$ cat src/rtl/core/amqp_frame_deframer_core_defines.svh
// assertion macros for the deframer rtl
`ifndef AMQP_FRAME_DEFRAMER_CORE_DEFINES_SVH
`define AMQP_FRAME_DEFRAMER_CORE_DEFINES_SVH

// same-cycle implication, checked out of reset
`define AFD_ASSERT_IMP(label, ante, cons) \
  label: assert property (@(posedge clk_i) disable iff (!rst_ni) (ante) |-> (cons)) \
    else $error("deframer check failed");

// next-cycle implication, checked out of reset
`define AFD_ASSERT_NXT(label, ante, cons) \
  label: assert property (@(posedge clk_i) disable iff (!rst_ni) (ante) |=> (cons)) \
    else $error("deframer check failed");

`endif

$ cat src/rtl/core/afd_pkg.sv
// types and constants for the amqp frame deframer
`default_nettype none

package afd_pkg;

  localparam int unsigned HdrLen        = 7;
  localparam int unsigned FrameOverhead = 8;
  localparam int unsigned MethodDataAt  = 11;
  localparam int unsigned PropsDataAt   = 19;
  localparam int unsigned MethodIdBytes = MethodDataAt - HdrLen;
  localparam int unsigned PropsSkipEnd  = PropsDataAt - HdrLen;
  localparam int unsigned ClassIdBytes  = 2;

  localparam logic [7:0] FrameEndByte = 8'hCE;
  localparam logic [7:0] KindMethod   = 8'd1;
  localparam logic [7:0] KindHeader   = 8'd2;
  localparam logic [7:0] KindBody     = 8'd3;

  typedef enum logic [1:0] {
    PH_HDR  = 2'd0,
    PH_BODY = 2'd1,
    PH_SKIP = 2'd2
  } phase_e;

  typedef enum logic [2:0] {
    ST_DATA     = 3'd0,
    ST_DONE     = 3'd1,
    ST_BAD_END  = 3'd2,
    ST_OVERSIZE = 3'd3,
    ST_SHORT    = 3'd4
  } status_e;

  typedef struct packed {
    logic        emit;
    status_e     status;
    logic [7:0]  frame_kind;
    logic [15:0] channel_number;
    logic [31:0] payload_size;
    logic [31:0] type_id;
    logic [7:0]  data_byte;
    logic [31:0] payload_index;
  } res_t;

endpackage

`default_nettype wire

$ cat src/rtl/core/amqp_frame_deframer_core.sv
// amqp frame deframer top level: byte register, parser, result register
// a byte accepted into the byte register is decoded by the parser, and its result is registered in the result register
// throughput: one byte per cycle, held back only while a result waits on a stalled output
// the parser decodes each byte combinationally with counters and compares
// reset: parser back to header collection, all captured fields cleared, max_frame_size 65536
`default_nettype none

`include "amqp_frame_deframer_core_defines.svh"

module amqp_frame_deframer_core import afd_pkg::*; (
  input  wire logic        clk_i,
  input  wire logic        rst_ni,
  input  wire logic        in_valid_i,
  output logic             in_stall_o,
  input  wire logic [7:0]  rx_byte_i,
  input  wire logic        cfg_valid_i,
  output logic             cfg_ready_o,
  input  wire logic [31:0] cfg_data_i,
  output logic             out_valid_o,
  input  wire logic        out_stall_i,
  output logic [2:0]       status_o,
  output logic [7:0]       frame_kind_o,
  output logic [15:0]      channel_number_o,
  output logic [31:0]      payload_size_o,
  output logic [31:0]      type_id_o,
  output logic [7:0]       data_byte_o,
  output logic [31:0]      payload_index_o
);

  logic        s_valid_q;
  logic [7:0]  s_byte_q;
  logic [31:0] max_size_q;
  logic        out_valid_q;
  res_t        res_q;
  res_t        step_res;
  logic        adv;

  assign cfg_ready_o = 1'b1;

  // a byte moves on when it gives no result or the result slot is free
  assign adv        = s_valid_q && (!step_res.emit || !out_valid_q || !out_stall_i);
  assign in_stall_o = s_valid_q && !adv;

  afd_parser u_parser (
    .clk_i           (clk_i),
    .rst_ni          (rst_ni),
    .adv_i           (adv),
    .rx_byte_i       (s_byte_q),
    .max_frame_size_i(max_size_q),
    .res_o           (step_res)
  );

  always_ff @(posedge clk_i or negedge rst_ni) begin
    if (!rst_ni) begin
      max_size_q <= 32'd65536;
    end else if (cfg_valid_i && cfg_ready_o) begin
      max_size_q <= cfg_data_i;
    end
  end

  always_ff @(posedge clk_i or negedge rst_ni) begin
    if (!rst_ni) begin
      s_valid_q <= 1'b0;
    end else if (!in_stall_o) begin
      s_valid_q <= in_valid_i;
    end
  end

  always_ff @(posedge clk_i) begin
    if (in_valid_i && !in_stall_o) begin
      s_byte_q <= rx_byte_i;
    end
  end

  always_ff @(posedge clk_i or negedge rst_ni) begin
    if (!rst_ni) begin
      out_valid_q <= 1'b0;
    end else if (adv && step_res.emit) begin
      out_valid_q <= 1'b1;
    end else if (!out_stall_i) begin
      out_valid_q <= 1'b0;
    end
  end

  always_ff @(posedge clk_i) begin
    if (adv && step_res.emit) begin
      res_q <= step_res;
    end
  end

  assign out_valid_o      = out_valid_q;
  assign status_o         = res_q.status;
  assign frame_kind_o     = res_q.frame_kind;
  assign channel_number_o = res_q.channel_number;
  assign payload_size_o   = res_q.payload_size;
  assign type_id_o        = res_q.type_id;
  assign data_byte_o      = res_q.data_byte;
  assign payload_index_o  = res_q.payload_index;

  `AFD_ASSERT_IMP(a_stall_needs_beat, in_stall_o, s_valid_q)
  `AFD_ASSERT_NXT(a_held_beat_stable, s_valid_q && in_stall_o, s_valid_q && $stable(s_byte_q))
  `AFD_ASSERT_IMP(a_props_skipped,
    out_valid_o && status_o == ST_DATA && frame_kind_o == KindHeader,
    payload_index_o >= 32'(PropsSkipEnd))
  `AFD_ASSERT_IMP(a_reject_fields_clear,
    out_valid_o && (status_o == ST_OVERSIZE || status_o == ST_SHORT),
    type_id_o == 32'd0 && data_byte_o == 8'd0 && payload_index_o == 32'd0)

endmodule

`default_nettype wire

$ cat src/rtl/core/afd_parser.sv
// frame parser state and per-byte decode
`default_nettype none

module afd_parser import afd_pkg::*; (
  input  wire logic        clk_i,
  input  wire logic        rst_ni,
  input  wire logic        adv_i,
  input  wire logic [7:0]  rx_byte_i,
  input  wire logic [31:0] max_frame_size_i,
  output res_t             res_o
);

  phase_e      phase_q, phase_d;
  logic [31:0] cnt_q, cnt_d;
  logic [7:0]  kind_q, kind_d;
  logic [15:0] chan_q, chan_d;
  logic [31:0] size_q, size_d;
  logic [31:0] id_q, id_d;

  logic        at_end;
  logic        hdr_last;
  logic [31:0] size_shift;
  logic        oversize;
  logic        too_short;

  assign at_end     = (cnt_q == size_q);
  assign hdr_last   = (cnt_q == 32'(HdrLen - 1));
  // size_shift is the completed size on the last header byte
  assign size_shift = {size_q[23:0], rx_byte_i};
  assign oversize = ({1'b0, size_shift} + 33'(FrameOverhead)) > {1'b0, max_frame_size_i};
  assign too_short = ((kind_q == KindMethod) && (size_shift < 32'(MethodIdBytes))) ||
                     ((kind_q == KindHeader) && (size_shift < 32'(PropsSkipEnd)));

  // next phase and byte count
  always_comb begin
    phase_d = phase_q;
    cnt_d   = cnt_q;
    unique case (phase_q)
      PH_BODY, PH_SKIP: begin
        if (at_end) begin
          phase_d = PH_HDR;
          cnt_d   = '0;
        end else begin
          cnt_d = cnt_q + 32'd1;
        end
      end
      default: begin
        if (hdr_last) begin
          cnt_d   = '0;
          phase_d = (oversize || too_short) ? PH_SKIP : PH_BODY;
        end else begin
          phase_d = PH_HDR;
          cnt_d   = cnt_q + 32'd1;
        end
      end
    endcase
  end

  // captured fields and result
  always_comb begin
    kind_d = kind_q;
    chan_d = chan_q;
    size_d = size_q;
    id_d   = id_q;
    res_o  = '0;
    unique case (phase_q)
      PH_BODY: begin
        if (at_end) begin
          res_o.type_id = id_q;
          if (rx_byte_i != FrameEndByte) begin
            res_o.emit   = 1'b1;
            res_o.status = ST_BAD_END;
          end else if (kind_q == KindMethod || kind_q == KindHeader ||
                       kind_q == KindBody) begin
            res_o.emit   = 1'b1;
            res_o.status = ST_DONE;
          end
        end else begin
          res_o.data_byte     = rx_byte_i;
          res_o.payload_index = cnt_q;
          res_o.status        = ST_DATA;
          if (kind_q == KindMethod) begin
            if (cnt_q < 32'(MethodIdBytes)) begin
              id_d = {id_q[23:0], rx_byte_i};
            end else begin
              res_o.emit    = 1'b1;
              res_o.type_id = id_q;
            end
          end else if (kind_q == KindHeader) begin
            if (cnt_q < 32'(ClassIdBytes)) begin
              id_d = {16'h0000, id_q[7:0], rx_byte_i};
            end else if (cnt_q >= 32'(PropsSkipEnd)) begin
              res_o.emit    = 1'b1;
              res_o.type_id = id_q;
            end
          end else if (kind_q == KindBody) begin
            res_o.emit = 1'b1;
          end
        end
      end
      PH_SKIP: begin
        res_o.emit = 1'b0;
      end
      default: begin
        case (cnt_q)
          32'd0: begin
            kind_d = rx_byte_i;
            chan_d = '0;
            size_d = '0;
            id_d   = '0;
          end
          32'd1:   chan_d = {rx_byte_i, 8'h00};
          32'd2:   chan_d = chan_q | {8'h00, rx_byte_i};
          default: size_d = size_shift;
        endcase
        if (hdr_last) begin
          id_d = '0;
          if (oversize) begin
            res_o.emit   = 1'b1;
            res_o.status = ST_OVERSIZE;
          end else if (too_short) begin
            res_o.emit   = 1'b1;
            res_o.status = ST_SHORT;
          end
        end
      end
    endcase
    res_o.frame_kind     = kind_d;
    res_o.channel_number = chan_d;
    res_o.payload_size   = size_d;
  end

  always_ff @(posedge clk_i or negedge rst_ni) begin
    if (!rst_ni) begin
      phase_q <= PH_HDR;
      cnt_q   <= '0;
      kind_q  <= '0;
      chan_q  <= '0;
      size_q  <= '0;
      id_q    <= '0;
    end else if (adv_i) begin
      phase_q <= phase_d;
      cnt_q   <= cnt_d;
      kind_q  <= kind_d;
      chan_q  <= chan_d;
      size_q  <= size_d;
      id_q    <= id_d;
    end
  end

endmodule

`default_nettype wire
$ cat config.mk
export PLATFORM = sky130hd
export DESIGN_NAME = amqp_frame_deframer_core
export DESIGN_NICKNAME = d
export VERILOG_FILES = /design/src/rtl/core/afd_pkg.sv /design/src/rtl/core/amqp_frame_deframer_core.sv /design/src/rtl/core/afd_parser.sv
export VERILOG_INCLUDE_DIRS = /design/src /design/src/rtl/core
export SDC_FILE = /design/constraint.sdc
export NUM_CORES = 1
export LEC_CHECK = 0
export ABC_AREA = 1
export BUFFER_PORTS_ARGS = -buffer_cell sky130_fd_sc_hd__buf_4
export CELL_PAD_IN_SITES_DETAIL_PLACEMENT = 1
export CELL_PAD_IN_SITES_GLOBAL_PLACEMENT = 1
export CORE_UTILIZATION = 30
export DETAILED_ROUTE_END_ITERATION = 8
export GPL_TIMING_DRIVEN = 0
export PLACE_DENSITY_LB_ADDON = 0.1
export SYNTH_ARGS = -nofsm -noshare
export SYNTH_HDL_FRONTEND = slang
export SYNTH_SLANG_ARGS = --single-unit
$ cat constraint.sdc
create_clock -name clk_i -period 7.39 [get_ports clk_i]
set_clock_uncertainty 0.2 [all_clocks]
set_input_delay 1.1085 -clock clk_i [delete_from_list [all_inputs] [get_ports clk_i]]
set_output_delay 1.1085 -clock clk_i [all_outputs]
set_load 0.005 [all_outputs]
After elaboration in Yosys (flattened, before gate mapping)
Index checks and enable logic that the tools add are counted.

Register bits after elaboration: 295. Output and inout bits: 134.

$add $sub $neg: 2. Mux-type cells: 43. Eq/ne operators: 16. Order comparisons: 6. Bitwise operators: 3. Reductions and logical operators: 24.

Operators by type and width (number): $mux W32 (17); $pmux W32 S2 (2); $lt A32 B3 Y1 const B (2); $pmux W16 S3 (1); $add A32 B4 Y33 const B (1); $gt A33 B32 Y1 (1); $add A32 B1 Y32 const B (1); $eq A32 B1 Y1 const B (1); $eq A32 B2 Y1 const B (1); $eq A32 B3 Y1 const B (1); $eq A32 B32 Y1 (1); $ge A32 B4 Y1 const B (1); $logic_not A32 Y1 (1); $lt A32 B2 Y1 const B (1); $lt A32 B4 Y1 const B (1); $mux W4 (6); $eq A8 B2 Y1 const B (2); $mux W16 (1); $mux W8 (2); $or A16 B8 Y16 (1); $eq A8 B1 Y1 const B (1); $mux W1 (8); $mux W2 (4); $ne A8 B8 Y1 const B (1); 16 further kinds (35).

Logic depth before layout (Yosys ltp)
Depth in word-level cells: 15. Gate-level depth with buffers: 29. Depth with buffers taken out: 26.

Cells and area by module
A second synthesis with hierarchy kept.

Cell total of the unflattened synthesis: 1765. Area total of the unflattened synthesis: 15313.4 um^2.

By module, submodules not included: afd_parser (seq. area each 3052.9 um^2, cells each 1475, instances 1, area an instance 9614.2 um^2); amqp_frame_deframer_core (seq. area each 5026.1 um^2, cells each 290, instances 1, area an instance 5699.2 um^2).

Worst setup path after synthesis
OpenSTA, ideal clock, no wires.

Path type: flip-flop to flip-flop. Start point: register s_byte_q[3]. End point: register res_q, in the netlist channel_number_o[0], enable pin. Clock period less this slack: 6452 ps. Slack: 938 ps. Cell stages (with the launch flop): 24. Arrival: 5768 ps. Cell sequence: edfxtp_1 -> ha_1 -> nand2_1 -> nor2_1 -> nand3_1 -> nor3_1 -> nand2_1 -> nor3_1 -> nand2_1 -> nor4_1 -> xor2_1 -> inv_1 -> ha_1 -> nand2_1 -> nor2_1 -> a21boi_0 -> nor2_1 -> nand2_2 -> nand3_2 -> nand2_1 -> inv_2 -> nand2_2 -> nand3_1 -> inv_1.

Longest elaborated chain between the ends: 12. Elaborated cells between the ends (all ways): 19. Classes of those cells: 1 x add/sub; 3 x order compare; 1 x eq/ne; 6 x mux; 8 x reduce/logical.

RTL lines: from (decl) (RTL line amqp_frame_deframer_core.sv:31) `logic [7:0] s_byte_q;`; from (signal assigned) (RTL line amqp_frame_deframer_core.sv:71) `s_byte_q <= rx_byte_i;`; branches (longest 6 deep; another with $add A32 B4 Y33); $pmux W1 S2 (*) (RTL line afd_parser.sv:66) `unique case (phase_q)`; $logic_not A1 Y1 (RTL line amqp_frame_deframer_core.sv:41) `assign adv = s_valid_q && (!step_res.emit || !out_valid_q || !out_stall_i);`; $logic_or A1 B1 Y1 (2 in a row) (RTL line amqp_frame_deframer_core.sv:41); $logic_and A1 B1 Y1 (RTL line amqp_frame_deframer_core.sv:41); $logic_and A1 B1 Y1 (*) (RTL line amqp_frame_deframer_core.sv:86) `if (adv && step_res.emit) begin`; to (signal assigned) (RTL line amqp_frame_deframer_core.sv:87) `res_q <= step_res;`; to (decl) (RTL line amqp_frame_deframer_core.sv:34) `res_t res_q;`.

Mark *: on every way between the ends. A chain may end at the register's enable or synchronous reset.

Worst setup path after layout
Start point: register s_byte_q[3]. End point: output in_stall_o.

Longest elaborated chain between the ends: 13. Elaborated cells between the ends (all ways): 20. Classes of those cells: 1 x add/sub; 3 x order compare; 1 x eq/ne; 6 x mux; 9 x reduce/logical.

RTL lines: branches (longest 6 deep; another with $add A32 B4 Y33); $pmux W1 S2 (*) (RTL line afd_parser.sv:66); $logic_not A1 Y1 (*) (RTL line amqp_frame_deframer_core.sv:41); $logic_or A1 B1 Y1 (*) (2 in a row) (RTL line amqp_frame_deframer_core.sv:41); $logic_and A1 B1 Y1 (*) (RTL line amqp_frame_deframer_core.sv:41); $logic_not A1 Y1 (*) (RTL line amqp_frame_deframer_core.sv:42) `assign in_stall_o = s_valid_q && !adv;`; $logic_and A1 B1 Y1 (*) (RTL line amqp_frame_deframer_core.sv:42); to (decl) (RTL line amqp_frame_deframer_core.sv:14) `output logic in_stall_o,`.

Marks and branches as above.

==> flow_summary.ini <==
[finish]
syn_to_final_growth_pct = 23.0
multiInputGateArea_mm2 = 0.00591
seqCellArea_mm2 = 0.00808
fin_nets = 2069
diodes = 0
drive_gt1_share_pct = 16.5
fillCellCount = 5913

[yosys]
synthSimpleGateAreaFrac_pct = 25.0
synth_flop_cell = dfrtp_1
synthXorXnorAreaFrac_pct = 2.81
syn-instance-count = 1763
ys_types = 47
yosysSeqAreaShare_pct = 52.8
synth_area_leaders = edfxtp_1, dfrtp_1, nand2_1
yosysMostFrequentCell = nand2_1
yosys.area_share.adder_pct = 3.27
yosysWarnings = 0
yosysTopAreaCell = edfxtp_1
synthTopCellsByCount = nand2_1, inv_1, nor2_1, dfrtp_1, edfxtp_1
synth_async_sr_flop_share_pct = 52.9
syn_nets = 1848
synth.cell_area_mm2 = 0.0153
ys_ff_latch = 295
synth_compound_area_share_pct = 7.46
synth.mux.area_fraction_pct = 0.0736
synth_top_family_by_area = simple AND/OR/NAND/NOR gates
syn_area_per_cell_um2 = 8.68
synth_enable_flop_cells = 139
synth_top_area_share_pct = 27.3

[floorplanning]
die_area_mm2 = 0.0519
start_util_pct = 30.4
die_w_um = 228
rows = 82
die_h_um = 228
io_pins = 179
core_mm2 = 0.0503

[detailed_routing]
post_drt_wl_per_cell_um = 21.0
viasPerCell = 4.88
ant_nets = 0
vias = 13100
drt_wl_total_mm = 56.4
drtIter0Drc = 901
dr.pass1.iters = 5
drc = 0

[cts]
cts_buffers = 37
cts_hold_buf = 0
cts.path.max_buffers = 3
clock-sinks = 295
clkLatencyLatePin_ns = 0.56
clkTransAtPathRegs_ns = 0.06
cts_root_buffer = clkbuf_16
h-tree-depth = 2
cts_tree = built

[place]
post-dp-hpwl_mm = 42.4
pre_cts_ws_ns = 0.783
gp_congestion = 0.861
portBuffers = 176

[job]
drv_cap = 0

[timing]
slew_violations = 0
holdWs_ns = 0.257
rsz0062_at_grt = no
tightest_slew_ns = 0.928
slew_headroom_pct = 37.6
hold_viol_final = 0
fin_ws_ns = 0.668
finalSetupViolCount = 0
fmax_mhz = 149
period_share_pct = 91.0
min_period_ns = 6.72
tns_ns = 0

[pwr]
p_leak_nw = 8.43
p_total_mw = 6.18
ir_drop_v = 0.000154
powerDensity_mw_per_mm2 = 328

[worst_setup_path]
end_kind = output pin
cp.required_ns = 6.08
start_kind = flip-flop
crit_type = reg -> out
crit_arrival_ns = 5.41
crit_fanout = 10

[global_routing]
grt_usage_pct = 21.8
grt_first_pass_wirelength_mm = 86.2
antenna_found_initial = 0
grt_pass1_vias = 13700
grt_max_degree = 104
grt_overflow_total = 0

[run_status]
status = finished clean

[min_path]
hp-class = in -> async
-- placed cells by master, fill, tap and decap left out, types with 15 or more instances in the layout --
cell type    n
a21oi_1     21
buf_2       30
buf_4      186
clkbuf_1    37
clkbuf_16   37
dfrtp_1    155
edfxtp_1   139
ha_1        40
inv_1      207
nand2_1    482
nand3_1     95
nand4_1     67
nor2_1     166
nor3_1      35
nor4_1      16
o211ai_1    15
o21ai_0     56
o21ai_1     39
o22ai_1     15
xor2_1      43
-- metal layers --
metal,part of all wire (%),track usage [%],vias to the layer above,wire length [um]
met5,0,0,-,0
met4,2.3,6.55,0,1300
met3,4.9,3.25,73,2780
met2,46,34.7,312,25900
met1,47,30.6,6472,26400
li1,-,-,6242,-
-- flip-flops by register name, indices dropped and copies added, names as in the netlist --
| name | cells |
|---|---|
| payload_size_o | 32 |
| status_o | 3 |
| channel_number_o | 16 |
| u_parser.id_q | 32 |
| s_byte_q | 8 |
| out_valid_o | 1 |
| u_parser.kind_q | 8 |
| data_byte_o | 8 |
| u_parser.size_q | 32 |
| payload_index_o | 32 |
| type_id_o | 32 |
| u_parser.chan_q | 16 |
| s_valid_q | 1 |
| frame_kind_o | 8 |
| u_parser.phase_q | 2 |
| u_parser.cnt_q | 32 |
| max_size_q | 32 |
-- per-stage QoR --
step	cell area, um^2	util, %	std cells
2_1_floorplan	15300	-	1763
3_5_place_dp	17500	34.9	2613
3_3_place_gp	17500	34.7	2611
4_1_cts	18800	37.3	2681
6_report	18800	37.4	2685
5_1_grt	18800	37.4	2685
-- path summary, 6_finish.rpt --
check	from	slack [ns]	endpoint	depth (start not counted)
min in group clk_i	u_parser.id_q[26]	0.27	u_parser.id_q[26]	2
worst min-delay path	rst_ni	0.26	max_size_q[28]	1
worst min register to register	u_parser.id_q[26]	0.27	u_parser.id_q[26]	2
max in group asynchronous	rst_ni	5.77	u_parser.id_q[17]	2
worst max register to register	s_byte_q[3]	1.56	payload_index_o[22]	25
worst max-delay path	s_byte_q[3]	0.67	in_stall_o	26
-- cells by family after synthesis --
logic type | count (synthesis)
flip-flops | 295
adder cells (fa/ha/maj) | 40
buffers and inverters | 303
XOR/XNOR | 49
AND/OR/NAND/NOR | 887
multiplexers | 1
other | 1
AO/OA/AOI/OAI | 187
-- worst max-delay path, stage by stage (launching register included) --
cell,delay (ns)
edfxtp_1,0.46
ha_1,0.31
nand2_1,0.08
nor2_1,0.19
nand3_1,0.16
nor3_1,0.27
nand2_1,0.16
nor3_1,0.37
nand2_1,0.17
nor4_1,0.27
xor2_1,0.19
inv_1,0.06
ha_1,0.38
nand2_1,0.09
nor2_1,0.14
nand2_1,0.07
a21oi_1,0.26
nand2_1,0.11
nand2_2,0.12
nand3_2,0.10
nand2_1,0.13
inv_2,0.04
nand2_2,0.06
nand2_2,0.09
buf_4,0.20
nor2_1,0.21
buf_4,0.16
-- where the power goes --
| part | switching [mW] | leakage (nW) | total [mW] | internal, mW |
|---|---|---|---|---|
| clock network | 0.754 | 0.610 | 1.90 | 1.15 |
| logic | 1.45 | 4.44 | 2.07 | 0.619 |
| registers | 0.220 | 3.38 | 2.21 | 1.99 |
-- repair_timing --
action / CTS / global route
endpoints found under the setup margin: 0 / 1
resized for setup: 0 / 0
setup buffers: 0 / 4
-- cell type report --
| cell class | count | area share (%) |
|---|---|---|
| Sequential cell | 295 | 43.0 |
| Multi-Input combinational cell | 1165 | 31.4 |
| Timing Repair Buffer | 182 | 7.52 |
| Clock buffer | 48 | 5.20 |
| Tap cell | 672 | 4.47 |
| Inverter | 220 | 4.42 |
| Buffer | 83 | 2.57 |
| Clock inverter | 20 | 1.46 |
(Power assumes the default switching activity.)
